[config.mk]
export PLATFORM = sky130hd
export DESIGN_NAME = ssi_angle_frame_crc6_multiturn_unit
export DESIGN_NICKNAME = d
export VERILOG_FILES = /design/src/sacfm_pkg.sv /design/src/ssi_angle_frame_crc6_multiturn_unit.sv /design/src/sacfm_front.sv /design/src/sacfm_fifo.sv /design/src/sacfm_back.sv
export SDC_FILE = /design/constraint.sdc
export NUM_CORES = 1
export LEC_CHECK = 0
export ABC_AREA = 1
export BUFFER_PORTS_ARGS = -buffer_cell sky130_fd_sc_hd__clkbuf_2
export CAP_MARGIN = 10
export CORE_AREA = 2 2 272 274
export DETAILED_ROUTE_END_ITERATION = 7
export DIE_AREA = 0 0 274 276
export GPL_TIMING_DRIVEN = 0
export PLACE_DENSITY = 0.58
export RECOVER_POWER = 25
export SYNTH_ARGS = -nofsm -noshare
export SYNTH_HDL_FRONTEND = slang
export SYNTH_SLANG_ARGS = --single-unit
[constraint.sdc]
create_clock -name clk -period 6.55 [get_ports clk]
set_clock_uncertainty 0.15 [all_clocks]
set_input_delay 0.655 -clock clk [delete_from_list [all_inputs] [get_ports clk]]
set_output_delay 0.655 -clock clk [all_outputs]
set_load 0.01 [all_outputs]
[src/sacfm_pkg.sv]
// Shared types, constants and the CRC-6 function for the angle frame unit.
// No dependencies.
`default_nettype none

package sacfm_pkg;

    localparam int FRAME_BITS  = 24;
    localparam int PAYLOAD_BITS = 18;
    localparam int CRC_BITS    = 6;
    localparam int ANGLE_BITS  = 14;
    localparam int OFFSET_BITS = 32;
    localparam int POS_BITS    = 64;
    localparam int QUEUE_DEPTH = 2;

    // x^6 + x + 1, leading term implicit
    localparam logic [CRC_BITS-1:0] CRC_POLY_LOW = 6'h03;

    localparam logic [1:0] FIELD_NORMAL = 2'd0;

    localparam logic signed [ANGLE_BITS:0] HALF_TURN_POS = 15'sd8192;
    localparam logic signed [ANGLE_BITS:0] HALF_TURN_NEG = -15'sd8192;

    // configuration register indexes
    localparam logic REG_COUNT_OFFSET      = 1'b0;
    localparam logic REG_REVERSE_DIRECTION = 1'b1;

    typedef struct packed {
        logic                  frame_valid;
        logic                  crc_ok;
        logic [1:0]            field_status;
        logic                  track_ok;
        logic                  button_pressed;
        logic [ANGLE_BITS-1:0] angle;
    } dec_word_t;

    // MSB-first CRC, zero initial value; unrolls to a small XOR tree
    function automatic logic [CRC_BITS-1:0] crc6(input logic [PAYLOAD_BITS-1:0] data);
        logic [CRC_BITS-1:0] crc;
        logic                fb;
        crc = '0;
        for (int i = PAYLOAD_BITS - 1; i >= 0; i--)
        begin
            fb  = crc[CRC_BITS-1] ^ data[i];
            crc = {crc[CRC_BITS-2:0], 1'b0} ^ (fb ? CRC_POLY_LOW : '0);
        end
        return crc;
    endfunction

endpackage

`default_nettype wire

[src/ssi_angle_frame_crc6_multiturn_unit.sv]
// Top level of the serial angle frame decoder with multi-turn count.
// Depends on sacfm_pkg, sacfm_front, sacfm_fifo and sacfm_back.
//
// Input channel: in_valid/in_stall with the 24-bit frame word. Output channel:
// out_valid/out_stall with the decoded fields and the 64-bit signed position.
// One result word per frame word, in order.
// Path: front register, two-entry queue, state update stage, offset add
// stage, negate into the output register, then out_valid. Throughput is one
// word per cycle while out_stall is low; the state update of one word feeds
// the next in the same stage.
// When out_stall is held the back end fills, then the queue, then the front
// register, after which in_stall rises; no word is dropped.
// Reset clears the turn count, previous angle, baseline flag, offset and
// direction; the first valid frame after reset sets the baseline. There is
// no clearing pass. Configuration writes via cfg_we/cfg_index/cfg_data take
// effect at once and should be made while no word is in flight.
`default_nettype none

module ssi_angle_frame_crc6_multiturn_unit
    import sacfm_pkg::*;
#(
    parameter int TURN_BITS = 48
)
(
    input  wire logic                   clk,
    input  wire logic                   rst_n,
    input  wire logic                   cfg_we,
    input  wire logic                   cfg_index,
    input  wire logic [OFFSET_BITS-1:0] cfg_data,
    input  wire logic                   in_valid,
    output logic                        in_stall,
    input  wire logic [FRAME_BITS-1:0]  frame,
    output logic                        out_valid,
    input  wire logic                   out_stall,
    output logic                        frame_valid,
    output logic                        crc_ok,
    output logic [1:0]                  field_status,
    output logic                        track_ok,
    output logic                        button_pressed,
    output logic [ANGLE_BITS-1:0]       angle,
    output logic signed [POS_BITS-1:0]  position
);

    logic      push_valid;
    logic      push_ready;
    dec_word_t push_word;
    logic      pop_valid;
    logic      pop_ready;
    dec_word_t pop_word;
    dec_word_t out_word;

    sacfm_front u_front (
        .clk        (clk),
        .rst_n      (rst_n),
        .in_valid   (in_valid),
        .in_stall   (in_stall),
        .frame      (frame),
        .push_valid (push_valid),
        .push_ready (push_ready),
        .push_word  (push_word)
    );

    sacfm_fifo u_fifo (
        .clk        (clk),
        .rst_n      (rst_n),
        .push_valid (push_valid),
        .push_ready (push_ready),
        .push_word  (push_word),
        .pop_valid  (pop_valid),
        .pop_ready  (pop_ready),
        .pop_word   (pop_word)
    );

    sacfm_back #(
        .TURN_BITS (TURN_BITS)
    ) u_back (
        .clk       (clk),
        .rst_n     (rst_n),
        .cfg_we    (cfg_we),
        .cfg_index (cfg_index),
        .cfg_data  (cfg_data),
        .pop_valid (pop_valid),
        .pop_ready (pop_ready),
        .pop_word  (pop_word),
        .out_valid (out_valid),
        .out_stall (out_stall),
        .out_word  (out_word),
        .position  (position)
    );

    assign frame_valid    = out_word.frame_valid;
    assign crc_ok         = out_word.crc_ok;
    assign field_status   = out_word.field_status;
    assign track_ok       = out_word.track_ok;
    assign button_pressed = out_word.button_pressed;
    assign angle          = out_word.angle;

endmodule

`default_nettype wire

[src/sacfm_front.sv]
// Front end: takes frame words, checks the CRC and unpacks the fields.
// Depends on sacfm_pkg.
`default_nettype none

module sacfm_front
    import sacfm_pkg::*;
(
    input  wire logic                  clk,
    input  wire logic                  rst_n,
    input  wire logic                  in_valid,
    output logic                       in_stall,
    input  wire logic [FRAME_BITS-1:0] frame,
    output logic                       push_valid,
    input  wire logic                  push_ready,
    output dec_word_t                  push_word
);

    logic      hold_valid_reg;
    dec_word_t hold_word_reg;
    dec_word_t dec_next;
    logic      take;

    always_comb
    begin
        dec_next.crc_ok         = crc6(frame[FRAME_BITS-1:CRC_BITS]) == frame[CRC_BITS-1:0];
        dec_next.field_status   = frame[7:6];
        dec_next.track_ok       = ~frame[9];
        dec_next.button_pressed = frame[8];
        dec_next.angle          = frame[FRAME_BITS-1:FRAME_BITS-ANGLE_BITS];
        dec_next.frame_valid    = dec_next.crc_ok && dec_next.track_ok
                                  && (dec_next.field_status == FIELD_NORMAL);
    end

    assign in_stall   = hold_valid_reg && !push_ready;
    assign take       = in_valid && !in_stall;
    assign push_valid = hold_valid_reg;
    assign push_word  = hold_word_reg;

    always_ff @(posedge clk or negedge rst_n)
    begin
        if (!rst_n)
        begin
            hold_valid_reg <= 1'b0;
        end
        else if (take)
        begin
            hold_valid_reg <= 1'b1;
        end
        else if (push_ready)
        begin
            hold_valid_reg <= 1'b0;
        end
    end

    always_ff @(posedge clk)
    begin
        if (take)
        begin
            hold_word_reg <= dec_next;
        end
    end

endmodule

`default_nettype wire

[src/sacfm_fifo.sv]
// Short queue of decoded words between front and back end.
// Depends on sacfm_pkg.
`default_nettype none

module sacfm_fifo
    import sacfm_pkg::*;
(
    input  wire logic      clk,
    input  wire logic      rst_n,
    input  wire logic      push_valid,
    output logic           push_ready,
    input  wire dec_word_t push_word,
    output logic           pop_valid,
    input  wire logic      pop_ready,
    output dec_word_t      pop_word
);

    localparam int PTR_BITS = $clog2(QUEUE_DEPTH);
    localparam int CNT_BITS = $clog2(QUEUE_DEPTH + 1);

    dec_word_t           mem [QUEUE_DEPTH];
    logic [PTR_BITS-1:0] wr_ptr_reg;
    logic [PTR_BITS-1:0] rd_ptr_reg;
    logic [CNT_BITS-1:0] cnt_reg;
    logic [CNT_BITS-1:0] cnt_next;
    logic                push;
    logic                pop;

    assign push_ready = cnt_reg != CNT_BITS'(QUEUE_DEPTH);
    assign pop_valid  = cnt_reg != '0;
    assign push       = push_valid && push_ready;
    assign pop        = pop_valid && pop_ready;
    assign pop_word   = mem[rd_ptr_reg];

    always_comb
    begin
        cnt_next = cnt_reg;
        if (push && !pop)
        begin
            cnt_next = cnt_reg + 1'b1;
        end
        else if (pop && !push)
        begin
            cnt_next = cnt_reg - 1'b1;
        end
    end

    always_ff @(posedge clk or negedge rst_n)
    begin
        if (!rst_n)
        begin
            wr_ptr_reg <= '0;
            rd_ptr_reg <= '0;
            cnt_reg    <= '0;
        end
        else
        begin
            cnt_reg <= cnt_next;
            if (push)
            begin
                wr_ptr_reg <= (wr_ptr_reg == PTR_BITS'(QUEUE_DEPTH - 1)) ? '0
                              : wr_ptr_reg + 1'b1;
            end
            if (pop)
            begin
                rd_ptr_reg <= (rd_ptr_reg == PTR_BITS'(QUEUE_DEPTH - 1)) ? '0
                              : rd_ptr_reg + 1'b1;
            end
        end
    end

    always_ff @(posedge clk)
    begin
        if (push)
        begin
            mem[wr_ptr_reg] <= push_word;
        end
    end

`ifndef NO_ASSERTIONS
    a_cnt_bound: assert property (@(posedge clk) disable iff (!rst_n)
        cnt_reg <= CNT_BITS'(QUEUE_DEPTH))
        else $error("queue count beyond depth");

    a_cnt_track: assert property (@(posedge clk) disable iff (!rst_n)
        (push && !pop) |=> cnt_reg == $past(cnt_reg) + 1'b1)
        else $error("queue count missed a push");
`endif

endmodule

`default_nettype wire

[src/sacfm_back.sv]
// Back end: turn tracking, position arithmetic and the output register.
// Holds the configuration registers. Depends on sacfm_pkg.
`default_nettype none

module sacfm_back
    import sacfm_pkg::*;
#(
    parameter int TURN_BITS = 48
)
(
    input  wire logic                   clk,
    input  wire logic                   rst_n,
    input  wire logic                   cfg_we,
    input  wire logic                   cfg_index,
    input  wire logic [OFFSET_BITS-1:0] cfg_data,
    input  wire logic                   pop_valid,
    output logic                        pop_ready,
    input  wire dec_word_t              pop_word,
    output logic                        out_valid,
    input  wire logic                   out_stall,
    output dec_word_t                   out_word,
    output logic signed [POS_BITS-1:0]  position
);

    localparam int TP_BITS = TURN_BITS + ANGLE_BITS;

    logic signed [OFFSET_BITS-1:0] count_offset_reg;
    logic                          reverse_reg;

    logic [TURN_BITS-1:0]  turn_reg,  turn_next;
    logic [ANGLE_BITS-1:0] prev_reg,  prev_next;
    logic                  base_reg,  base_next;
    logic signed [ANGLE_BITS:0] delta;

    // stage 1: updated state snapshot
    logic                      v1_reg;
    dec_word_t                 w1_reg;
    logic signed [TP_BITS-1:0] tp1_reg;
    logic                      zero1_reg;
    // stage 2: offset added
    logic                       v2_reg;
    dec_word_t                  w2_reg;
    logic signed [POS_BITS-1:0] sum2_reg;
    // output register
    logic                       out_valid_reg;
    dec_word_t                  out_word_reg;
    logic signed [POS_BITS-1:0] position_reg;

    logic rdy1, rdy2, rdy3, take;

    assign rdy3      = !out_valid_reg || !out_stall;
    assign rdy2      = !v2_reg || rdy3;
    assign rdy1      = !v1_reg || rdy2;
    assign pop_ready = rdy1;
    assign take      = pop_valid && rdy1;

    assign delta = $signed({1'b0, pop_word.angle}) - $signed({1'b0, prev_reg});

    always_comb
    begin
        turn_next = turn_reg;
        prev_next = prev_reg;
        base_next = base_reg;
        if (pop_word.frame_valid)
        begin
            prev_next = pop_word.angle;
            base_next = 1'b1;
            if (!base_reg)
            begin
                turn_next = '0;
            end
            else if (delta > HALF_TURN_POS)
            begin
                turn_next = turn_reg - TURN_BITS'(1);
            end
            else if (delta < HALF_TURN_NEG)
            begin
                turn_next = turn_reg + TURN_BITS'(1);
            end
        end
    end

    always_ff @(posedge clk or negedge rst_n)
    begin
        if (!rst_n)
        begin
            count_offset_reg <= '0;
            reverse_reg      <= 1'b0;
        end
        else if (cfg_we)
        begin
            unique case (cfg_index)
                REG_COUNT_OFFSET:      count_offset_reg <= cfg_data;
                REG_REVERSE_DIRECTION: reverse_reg      <= cfg_data[0];
            endcase
        end
    end

    always_ff @(posedge clk or negedge rst_n)
    begin
        if (!rst_n)
        begin
            turn_reg      <= '0;
            prev_reg      <= '0;
            base_reg      <= 1'b0;
            v1_reg        <= 1'b0;
            v2_reg        <= 1'b0;
            out_valid_reg <= 1'b0;
        end
        else
        begin
            if (take)
            begin
                turn_reg <= turn_next;
                prev_reg <= prev_next;
                base_reg <= base_next;
            end
            if (rdy1)
            begin
                v1_reg <= pop_valid;
            end
            if (rdy2)
            begin
                v2_reg <= v1_reg;
            end
            if (rdy3)
            begin
                out_valid_reg <= v2_reg;
            end
        end
    end

    always_ff @(posedge clk)
    begin
        if (take)
        begin
            w1_reg    <= pop_word;
            tp1_reg   <= {turn_next, prev_next};
            zero1_reg <= !base_next;
        end
        if (rdy2 && v1_reg)
        begin
            w2_reg   <= w1_reg;
            sum2_reg <= zero1_reg ? '0
                        : POS_BITS'(tp1_reg) + POS_BITS'(count_offset_reg);
        end
        if (rdy3 && v2_reg)
        begin
            out_word_reg <= w2_reg;
            position_reg <= reverse_reg ? POS_BITS'(0) - sum2_reg : sum2_reg;
        end
    end

    assign out_valid = out_valid_reg;
    assign out_word  = out_word_reg;
    assign position  = position_reg;

`ifndef NO_ASSERTIONS
    a_base_sticky: assert property (@(posedge clk) disable iff (!rst_n)
        !$fell(base_reg))
        else $error("baseline flag dropped");

    a_turn_on_valid: assert property (@(posedge clk) disable iff (!rst_n)
        !$stable(turn_reg) |-> $past(take && pop_word.frame_valid && base_reg))
        else $error("turn count moved without a valid word");
`endif

endmodule

`default_nettype wire
==> results of run 1 <==
==> where the power goes <==
| part | total [uW] | internal (uW) | switching [uW] |
|---|---|---|---|
| registers | 5270 | 4600 | 670 |
| logic | 9990 | 3000 | 6980 |
| clock network | 2640 | 1470 | 1170 |
==> cells by family after synthesis <==
kind of cell / after synthesis
buffers and inverters: 454
DFF: 414
and+or+nand+nor: 1459
xor gates and xnor gates: 142
muxes: 30
AOI/OAI and AO/OA: 508
adders and majority gates: 82
==> per-stage QoR <==
stage,total power [uW],worst slack [ns],util (%),instances
after floorplan,11790,1.214,-,3089
after global placement,15100,-1.294,37.49,4195
after detailed placement,15160,2.051,37.81,4203
after CTS,17860,2.047,39.99,4292
after global routing,19310,1.159,39.87,4292
final,17900,1.922,39.87,4292
==> repair_timing <==
action / 4_1_cts / 5_1_grt
hold endpoints to repair: 38 / 0
setup endpoints to repair: 0 / 0
hold buffers: 1 / 0
==> cell type report <==
| class | count | area share [%] |
|---|---|---|
| timing repair buffer | 156 | 3.044 |
| inverter | 365 | 4.738 |
| clock buffer | 53 | 4.142 |
| sequential | 414 | 41.16 |
| multi-input combinational | 2221 | 39.96 |
| buffer | 89 | 1.530 |
| tap | 959 | 4.146 |
| clock inverter | 35 | 1.284 |
==> metal layers <==
metal  part of all wire, %  routed length [um]  track usage [%]
met1                    45               36250            28.59
met2                    46               36620            34.26
met3                   4.9                3899            2.293
met4                   3.7                2913            7.163
met5                     0                   0                0
==> how the worst min path moves through the flow <==
stage / start / end / slack [ns] / cells after the start
after CTS: frame[7] / u_front.push_word[17]$_DFFE_PP_ / 0.06 / 1
after global routing: frame[7] / u_front.push_word[17]$_DFFE_PP_ / 0.07 / 1
after floorplan: rst_n / u_back.base_reg$_DFFE_PN0P_ / 0.21 / 0
after detailed placement: u_back.w1_reg[17]$_DFFE_PP_ / u_back.w2_reg[17]$_DFFE_PP_ / 0.25 / 0
final: frame[7] / u_front.push_word[17]$_DFFE_PP_ / 0.09 / 1
after global placement: u_back.w2_reg[14]$_DFFE_PP_ / u_back.out_word[14]$_DFFE_PP_ / 0.25 / 0
==> cells in the final DEF, fill, tap and decap left out, types with 5 or more instances in the layout <==
master,Yosys,routed
clkinv_4,0,8
clkbuf_16,0,47
xor2_1,108,108
o22ai_1,11,11
clkbuf_1,45,70
nor2_2,10,12
clkinv_2,0,5
clkbuf_2,5,134
o21bai_1,17,17
mux2_2,30,30
inv_1,350,349
or2_2,6,6
o21ai_0,199,199
a21o_1,14,14
nand2_1,745,745
inv_2,13,13
nand4_1,36,36
o21a_1,13,13
buf_6,7,7
a21oi_1,156,156
clkinv_1,2,9
nand3_1,180,180
a31oi_1,18,18
nor4_1,26,26
a221oi_1,5,5
edfxtp_1,310,310
nand3b_1,5,5
xnor2_1,33,33
ha_1,80,80
dfrtp_1,104,104
o21ai_1,54,54
buf_2,25,25
nor3_1,63,63
nor2_1,362,360
==> cell usage after synthesis (5+ instances only) <==
| master | instances | area, sq um |
|---|---|---|
| nand3b_1 | 5 | 37.54 |
| xnor2_1 | 33 | 289.0 |
| dfrtp_1 | 104 | 2603 |
| buf_6 | 7 | 78.83 |
| o21a_1 | 13 | 97.59 |
| a21o_1 | 14 | 105.1 |
| nand2_1 | 745 | 2796 |
| xor2_1 | 108 | 945.9 |
| ha_1 | 80 | 1001 |
| clkbuf_2 | 5 | 25.02 |
| nor4_1 | 26 | 162.7 |
| mux2_2 | 30 | 337.8 |
| inv_1 | 350 | 1314 |
| edfxtp_1 | 310 | 9309 |
| o21ai_1 | 54 | 270.3 |
| nand3_1 | 180 | 900.9 |
| nor2_1 | 362 | 1359 |
| a31oi_1 | 18 | 112.6 |
| o21bai_1 | 17 | 127.6 |
| or2_2 | 6 | 37.54 |
| o21ai_0 | 199 | 996.0 |
| o22ai_1 | 11 | 68.82 |
| nand4_1 | 36 | 225.2 |
| clkbuf_1 | 45 | 168.9 |
| a21oi_1 | 156 | 780.8 |
| inv_2 | 13 | 48.80 |
| buf_2 | 25 | 125.1 |
| nor3_1 | 63 | 315.3 |
| a221oi_1 | 5 | 43.79 |
| nor2_2 | 10 | 62.56 |
==> worst register-to-register path, stage by stage, from the launching register on <==
cell and delay, ns:
dfrtp_1 0.40, inv_1 0.08, clkbuf_1 0.38, buf_1 0.45, nand2_1 0.09, nand2_1 0.22
ha_1 0.32, a21oi_1 0.24, nand2_1 0.11, a21oi_1 0.17, nand2_1 0.07, nand2_1 0.06
nand2_1 0.07, nand2_2 0.11, clkbuf_1 0.72, nand2_1 0.10, nand2_1 0.10, nand2_1 0.05
nand3_1 0.10, o21ai_0 0.23
==> results.json, run 1 <==
{
  "vdd_drop_max_uv": 312.8,
  "yosysUniqueCellTypes": 55,
  "first_iter_violations": 1695,
  "syn_area_sq_mm": 0.02528,
  "antenna_cells": 0,
  "die_y_um": 276,
  "wl_um": 79680,
  "boundaryPins": 148,
  "firstDrtPassIters": 6,
  "ctsHtreeMaxLevel": 2,
  "grt_pass1_wl_um": 121800,
  "hold_path.class": "in2reg",
  "area_growth_pct": 14.48,
  "ant_nets": 0,
  "ys_ff_latch": 414,
  "cts_buffer_depth": 3,
  "largest_register_ff_count": 64,
  "p_leak_uw": 0.01215,
  "grt-ovfl-total": 0,
  "drv_cap": 3,
  "antenna_found_initial": 1,
  "avgSynthCellArea_sq_um": 8.184,
  "dr_total_vias": 21470,
  "die-area_sq_mm": 0.07562,
  "post_dp_cell_area_sq_mm": 0.02744,
  "relSlewSlack_pct": -73.50,
  "rows": 99,
  "rsz0062_at_grt": "no",
  "ys_seq_area_share_pct": 47.12,
  "cts_buffers": 47,
  "synth_xor_area_share_pct": 4.950,
  "synth_compound_area_share_pct": 10.97,
  "syn_nets": 3233,
  "worstPathRequired_ns": 6.71,
  "routabilityCongestion": 0.9892,
  "cts_resized": 0,
  "synth-simple-area-share_pct": 24.35,
  "synth-edff-count": 310,
  "drc": 0,
  "critPathBufInv": 3,
  "finalHoldWorstSlack_ns": 0.08659,
  "ys.warnings.count": 0,
  "multiInputGateArea_sq_mm": 0.01156,
  "final-seq-area_sq_mm": 0.01191,
  "cts_tree": "yes",
  "hold_viol_final": 0,
  "status": "complete, but fails checks",
  "hpwl_um": 63300,
  "worst-path-stages": 3,
  "port_buffers": 147,
  "clk_pin_slew_worst_paths_ns": 0.06,
  "r2r_setup_slack_ns": 1.99,
  "synth_flop_cell": "edfxtp_1",
  "startpoint_type": "input port",
  "layout-drive-gt1-share_pct": 10.26,
  "final_cell_area_sq_mm": 0.02894,
  "cp_max_fo": 66,
  "fin_crit_sh_pct": 70.66,
  "routedWlPerCell_um": 18.56,
  "synth_top_family_by_area": "simple AND/OR/NAND/NOR gates",
  "finalSetupViolCount": 0,
  "clockRootBuffer": "clkbuf_16",
  "muxShareOfSynthArea_pct": 1.336,
  "async_flop_share_pct": 25.12,
  "layout_min_cycle_time_ns": 4.628,
  "fillers": 7468,
  "cts_sinks": 414,
  "die_x_um": 274,
  "synth-adder-area-share_pct": 4.118,
  "ff2ff_path_depth": 19,
  "rr_endpoint": "u_back.tp1_reg[21]$_DFFE_PP_",
  "cp.arrival_ns": 4.78,
  "grt_usage_pct": 20.89,
  "powerDensity_mw_per_mm2": 618.6,
  "cp_slowest_stage_delay_ns": 1.83,
  "grt_pass1_vias": 20750,
  "post_cts_buffers": 0,
  "grt_max_degree": 76,
  "cp-end-kind": "async pin",
  "initial_core_util_pct": 34.83,
  "worstSetupEndpoint": "u_back.turn_reg[14]$_DFFE_PN0P_",
  "setup_tns_ns": 0,
  "violations": "max-capacitance violations, max-slew violations",
  "crit_path_cell_trace": "dlygate4sd3_1 -> clkbuf_1 -> clkbuf_2",
  "layout.nets": 3438,
  "netlist_instances": 3089,
  "worst_pin_slew_ns": 2.602,
  "cp_top_family": "buffers and inverters",
  "crit_type": "in2async",
  "core_sq_mm": 0.07259,
  "final_max_slew_viol_count": 132,
  "critPathSlowestCell": "clkbuf_1",
  "insertion_delay_ns": 0.62,
  "reg2reg_from": "u_fifo.rd_ptr_reg$_DFFE_PN0P_",
  "max_freq_mhz": 216.1,
  "worstSetupStartpoint": "rst_n",
  "viasPerCell": 5.002
}
Power figures use the tool's default switching activity.
==> run 2, diff against run 1 <==
--- a/config.mk
+++ b/config.mk
@@ -5,14 +5,14 @@
 export SDC_FILE = /design/constraint.sdc
 export NUM_CORES = 1
 export LEC_CHECK = 0
-export ABC_AREA = 1
+export ABC_AREA = 0
 export BUFFER_PORTS_ARGS = -buffer_cell sky130_fd_sc_hd__clkbuf_2
 export CAP_MARGIN = 10
-export CORE_AREA = 2 2 272 274
+export CORE_AREA = 2 2 259 261
 export DETAILED_ROUTE_END_ITERATION = 7
-export DIE_AREA = 0 0 274 276
+export DIE_AREA = 0 0 261 263
 export GPL_TIMING_DRIVEN = 0
-export PLACE_DENSITY = 0.58
+export PLACE_DENSITY = 0.59
 export RECOVER_POWER = 25
 export SYNTH_ARGS = -nofsm -noshare
 export SYNTH_HDL_FRONTEND = slang
==> constraint.sdc (replaced) <==
create_clock -name clk -period 4.33 [get_ports clk]
set_clock_uncertainty 0.15 [all_clocks]
set_input_delay 0.433 -clock clk [delete_from_list [all_inputs] [get_ports clk]]
set_output_delay 0.433 -clock clk [all_outputs]
set_load 0.01 [all_outputs]
==> results.json, run 2 <==
{
  "status": "complete, but fails checks",
  "violations": "max-capacitance violations, max-slew violations, negative setup slack",
  "die_y_um": 263,
  "ant_nets": 0,
  "layout.nets": 2618,
  "final_max_slew_viol_count": 88,
  "post-place-ws_ns": -1.463,
  "port_buffers": 147,
  "fillers": 6114,
  "p_sw_share_pct": 40.05,
  "synthTopCellsByArea": "edfxtp_1, dfrtp_1, ha_1",
  "first_iter_violations": 1569,
  "p_leak_uw": 0.01071,
  "viasPerCell": 5.373,
  "initial_core_util_pct": 34.78,
  "yosysUniqueCellTypes": 76,
  "cts_buffer_depth": 3,
  "layout_min_cycle_time_ns": 4.387,
  "grt_max_degree": 88,
  "p_sw_uw": 8390,
  "clockRootBuffer": "clkbuf_16",
  "multiInputGateArea_sq_mm": 0.01145,
  "core_sq_mm": 0.06563,
  "hold_viol_final": 0,
  "most-common-layout-cells": "edfxtp_1, nor2_1, a21oi_1",
  "cts_sinks": 414,
  "crit_type": "reg2reg",
  "insertion_delay_ns": 0.59,
  "netlist_instances": 2132,
  "grt_pass1_wl_um": 102000,
  "post_dp_cell_area_sq_mm": 0.02486,
  "async_flop_share_pct": 25.12,
  "wl_um": 66420,
  "layout_commonest_cell": "edfxtp_1",
  "relSlewSlack_pct": -51.68,
  "cts_buffers": 45,
  "avgSynthCellArea_sq_um": 10.71,
  "max_freq_mhz": 227.9,
  "cts_tree": "yes",
  "firstDrtPassIters": 6,
  "area_growth_pct": 26.50,
  "synth_flop_cell": "edfxtp_1",
  "worstSetupStartpoint": "u_fifo.rd_ptr_reg$_DFFE_PN0P_",
  "fin_crit_sh_pct": 101.3,
  "grt_pass1_vias": 17980,
  "cp-end-kind": "register",
  "rows": 94,
  "rsz0062_at_grt": "yes",
  "antenna_found_initial": 3,
  "setup_tns_ns": -0.2077,
  "die-area_sq_mm": 0.06864,
  "drc": 0,
  "yosysMostFrequentCell": "edfxtp_1",
  "clk_pin_slew_worst_paths_ns": 0.06,
  "top_layer": "met5",
  "fin_ws_ns": -0.05695,
  "synth.top_cells.by_count": "edfxtp_1, nor2_1, a21oi_1, nand2_1, o21ai_0",
  "synth-edff-count": 310,
  "hold_path.class": "in2reg",
  "cp_max_fo": 7,
  "boundaryPins": 148,
  "worstPathRequired_ns": 4.50,
  "startpoint_type": "register",
  "power_frac_clock_pct": 18.3,
  "wl_met2_um": 31170,
  "final-seq-area_sq_mm": 0.01191,
  "final_cell_area_sq_mm": 0.02888,
  "syn_nets": 2276,
  "power_uw": 20950,
  "grt-ovfl-total": 0,
  "p_int_uw": 12560,
  "worst_pin_slew_ns": 2.275,
  "routedWlPerCell_um": 19.68,
  "finalSetupViolCount": 9,
  "largest_register_ff_count": 64,
  "grt_usage_pct": 18.93,
  "drv_cap": 1,
  "drt-met1-wl_um": 29140,
  "reg2reg_from": "u_fifo.rd_ptr_reg$_DFFE_PN0P_",
  "ys_seq_area_share_pct": 52.18,
  "syn_area_sq_mm": 0.02283,
  "vdd_drop_max_uv": 387.8,
  "cp.arrival_ns": 4.55,
  "ys_ff_latch": 414,
  "pwr-share-comb_pct": 47.3,
  "ctsHtreeMaxLevel": 2,
  "dr_total_vias": 18140,
  "die_x_um": 261,
  "yosys.area.top_type": "edfxtp_1",
  "yosys.area.top_type_share_pct": 40.78,
  "layout-drive-gt1-share_pct": 22.27,
  "power_frac_seq_pct": 34.4,
  "min-delay-start": "cfg_index",
  "hpwl_um": 47850,
  "routabilityCongestion": 0.9490,
  "powerDensity_mw_per_mm2": 725.4,
  "wl_met3_um": 3385,
  "ys.warnings.count": 0
}
run 2: metal layers:
layer,track usage (%),vias up
met3,2.734,148
met1,24.85,8708
met5,0,-
met2,31.25,590
met4,7.770,2
li1,-,8687
run 2: power by group through the flow:
| stage | clock network [uW] | logic [uW] | registers (uW) |
|---|---|---|---|
| after floorplan | 0 | 5430 | 7260 |
| after global placement | 0 | 7800 | 7290 |
| after detailed placement | 0 | 8110 | 7240 |
| after CTS | 3950 | 9310 | 7190 |
| after global routing | 4080 | 10800 | 7350 |
| final | 3840 | 9910 | 7200 |
run 2: through the flow:
| stage | util (%) | hold slack [ns] | instances |
|---|---|---|---|
| 3_5_place_dp | 37.88 | 0.1699 | 3152 |
| 2_1_floorplan | - | -0.01259 | 2132 |
| 4_1_cts | 42.83 | 0.02968 | 3343 |
| 6_report | 44.00 | 0.05774 | 3375 |
| 3_3_place_gp | 37.58 | 0.2519 | 3143 |
| 5_1_grt | 44.00 | 0.05098 | 3375 |
run 2: cell families after synthesis:
group / after synthesis / synth area share (%)
adder cells (fa/ha/maj): 82 / 4.561
XOR/XNOR: 149 / 5.717
buffers and inverters: 193 / 3.174
multiplexers: 75 / 3.607
AND/OR/NAND/NOR: 652 / 14.79
AO/OA/AOI/OAI: 567 / 15.96
flip-flops: 414 / 52.18
run 2: cell type report:
class | count | share of cell area, %
multi-input combinational | 1525 | 39.64
buffer | 96 | 1.491
timing repair buffer | 297 | 7.427
clock buffer | 66 | 4.519
sequential | 414 | 41.26
clock inverter | 17 | 0.6760
antenna | 1 | 0.008666
inverter | 95 | 1.235
tap | 864 | 3.744
run 2: worst max-delay path, stage by stage (launching register included):
cell and delay [ns]:
dfrtp_2 0.41, buf_6 0.14, buf_4 0.14, mux2i_4 0.28, inv_2 0.09, ha_4 0.27, a21oi_4 0.18, o21ai_4 0.10
o311ai_4 0.28, a21oi_2 0.12, buf_4 0.15, or4_4 0.60, a21oi_4 0.28, buf_6 0.13, and2_4 0.17, nand2_2 0.10
a41o_1 0.27, or2_4 0.25
run 2: path summary, 6_finish.rpt:
| path | endpoint | slack (ns) | cells past startpoint |
|---|---|---|---|
| min in group asynchronous | u_back.count_offset_reg[31]$_DFFE_PN0P_ | 0.47 | 2 |
| max reg2reg | u_back.tp1_reg[51]$_DFFE_PP_ | -0.06 | 17 |
| min | u_back.reverse_reg$_DFFE_PN0P_ | 0.06 | 3 |
| max in group asynchronous | u_fifo.rd_ptr_reg$_DFFE_PN0P_ | 0.56 | 3 |
| min reg2reg | u_back.w2_reg[15]$_DFFE_PP_ | 0.27 | 0 |
| max | u_back.tp1_reg[51]$_DFFE_PP_ | -0.06 | 17 |
run 2: timing repair:
action,in CTS,in global routing
endpoints found under the hold margin,157,0
gates resized for setup,156,141
hold buffers,53,0
endpoints found under the setup margin,110,88
gates cloned,2,0
pin swaps,39,49
setup buffers,55,31
==> run 3, diff against run 2 <==
--- a/config.mk
+++ b/config.mk
@@ -8,10 +8,11 @@
 export ABC_AREA = 0
 export BUFFER_PORTS_ARGS = -buffer_cell sky130_fd_sc_hd__clkbuf_2
 export CAP_MARGIN = 10
-export CORE_AREA = 2 2 259 261
+export CORE_AREA = 3 3 260 262
 export DETAILED_ROUTE_END_ITERATION = 7
-export DIE_AREA = 0 0 261 263
+export DIE_AREA = 0 0 263 265
 export GPL_TIMING_DRIVEN = 0
+export HOLD_SLACK_MARGIN = 0.08
 export PLACE_DENSITY = 0.59
 export RECOVER_POWER = 25
 export SYNTH_ARGS = -nofsm -noshare
==> results.json, run 3 (same netlist as run 2, synthesis figures left out) <==
{
  "startpoint_type": "register",
  "crit_path_cell_trace": "or4_4 -> nor4_4 -> nand4_2 -> or4_4 -> or4_4 -> or2_4 -> or4_4 -> or4_4 -> o311ai_2 -> o21ai_1",
  "cts_sinks": 414,
  "rsz0062_at_grt": "yes",
  "cp_slowest_stage_delay_ns": 0.58,
  "violations": "max-capacitance violations, max-slew violations, negative setup slack",
  "critPathSlowestCell": "or4_4",
  "routedWlPerCell_um": 19.44,
  "layout.nets": 2609,
  "core_sq_mm": 0.06563,
  "die_x_um": 263,
  "post-place-ws_ns": -1.462,
  "viasPerCell": 5.384,
  "drc": 0,
  "layout_commonest_cell": "edfxtp_1",
  "insertion_delay_ns": 0.59,
  "die_y_um": 265,
  "largest_register_ff_count": 64,
  "first_iter_violations": 1353,
  "p_leak_uw": 0.01064,
  "firstDrtPassIters": 6,
  "final_max_slew_viol_count": 104,
  "vdd_drop_max_uv": 488.4,
  "boundaryPins": 148,
  "grt_max_degree": 97,
  "utilization_pct": 43.72,
  "hold_viol_final": 0,
  "clockRootBuffer": "clkbuf_16",
  "grt_pass1_wl_um": 100900,
  "ctsHtreeMaxLevel": 2,
  "relSlewSlack_pct": -69.74,
  "grt-ovfl-total": 0,
  "finalSetupViolCount": 5,
  "area_growth_pct": 25.71,
  "worst_pin_slew_ns": 2.546,
  "max_freq_mhz": 223.7,
  "crit_type": "reg2reg",
  "cp_top_family": "simple AND/OR/NAND/NOR gates",
  "antenna_found_initial": 0,
  "drv_cap": 2,
  "worstPathRequired_ns": 4.48,
  "port_buffers": 147,
  "cp.arrival_ns": 4.62,
  "initial_core_util_pct": 34.78,
  "fin_crit_sh_pct": 103.2,
  "antenna_cells": 0,
  "die-area_sq_mm": 0.06970,
  "status": "complete, but fails checks",
  "dr_total_vias": 18120,
  "critPathBufInv": 0,
  "rows": 94,
  "grt_pass1_vias": 17820,
  "hpwl_um": 47410,
  "cp_common_cell": "or4_4",
  "clk_pin_slew_worst_paths_ns": 0.06,
  "setup_tns_ns": -0.2294,
  "wl_um": 65400,
  "routabilityCongestion": 0.9393,
  "cts_tree": "yes",
  "cts_buffer_depth": 3,
  "fin_ws_ns": -0.1394,
  "cp-end-kind": "register",
  "layout-drive-gt1-share_pct": 21.23,
  "hold_path.class": "in2async",
  "most-common-layout-cells": "edfxtp_1, nor2_1, a21oi_1",
  "ant_nets": 0,
  "layout_min_cycle_time_ns": 4.469,
  "cts_buffers": 45,
  "powerDensity_mw_per_mm2": 727.1,
  "grt_usage_pct": 18.10,
  "cp_max_fo": 5
}
## run 3: changes by cell type in the layout (fill, tap and decap cells not counted), sizes merged
cell / change
clkbuf: -16
bufinv: +3
inv: +2
dlygate4sd3: +3
diode: -1
buf: -12
clkinv: +11
## run 3: final timing paths
path                                             startpoint                                      to  slack, ns  cells past startpoint
setup / recovery           u_back.sum2_reg[2]$_SDFFCE_PP0P_           u_back.position[63]$_DFFE_PP_      -0.14                     10
min in group clk                u_back.w1_reg[18]$_DFFE_PP_             u_back.w2_reg[18]$_DFFE_PP_       0.26                      0
hold / removal                                        rst_n         u_back.turn_reg[40]$_DFFE_PN0P_       0.26                      2
setup reg to reg           u_back.sum2_reg[2]$_SDFFCE_PP0P_           u_back.position[63]$_DFFE_PP_      -0.14                     10
hold reg to reg                 u_back.w1_reg[18]$_DFFE_PP_             u_back.w2_reg[18]$_DFFE_PP_       0.26                      0
max in group asynchronous                             rst_n  u_back.count_offset_reg[2]$_DFFE_PN0P_       0.88                      3
## run 3: cell type report
class / count / area (sq um)
buffer: 96 / 431.7
clock buffer: 50 / 1166
clock inverter: 33 / 331.6
fill: 6155 / 36930
inverter: 95 / 356.6
multi-input combinational: 1525 / 11350
sequential: 414 / 11910
tap: 864 / 1081
timing repair buffer: 288 / 2062
## run 3: through the flow
stage	cells	cell area (sq um)	hold WS, ns	power (uW)
global route	3365	28700	0.2729	22150
finish	3365	28700	0.2560	20870
global placement	3143	24660	0.2518	15110
detailed placement	3150	24850	0.1316	15330
CTS	3333	27980	0.1176	20320
floorplan	2132	22850	-0.01259	12690
## run 3: layer usage
layer / track usage [%] / up-vias / routed length (um)
met2: 30.53 / 569 / 31380
met4: 7.406 / 0 / 2554
met3: 2.395 / 146 / 3253
met1: 23.58 / 8715 / 28210
li1: - / 8686 / -
met5: 0 / - / 0
## run 3: worst reg2reg max path, delay by kind of cell (launching register included)
kind | cells | cell delay [ns]
flip-flops | 1 | 0.40
AND/OR/NAND/NOR | 8 | 3.29
AO/OA/AOI/OAI | 2 | 0.37
## run 3: repair_timing
action,CTS,global route
hold buffers,56,0
endpoints found under the hold margin,161,0
buffers inserted,44,33
setup endpoints to repair,110,97
pin swaps,39,42
resized for setup,149,119
cloned,2,1
## run 3: power breakdown
| group | switching [uW] | total, uW | internal [uW] |
|---|---|---|---|
| logic | 5900 | 9820 | 3920 |
| clock network | 1600 | 3860 | 2260 |
| registers | 802 | 7190 | 6390 |
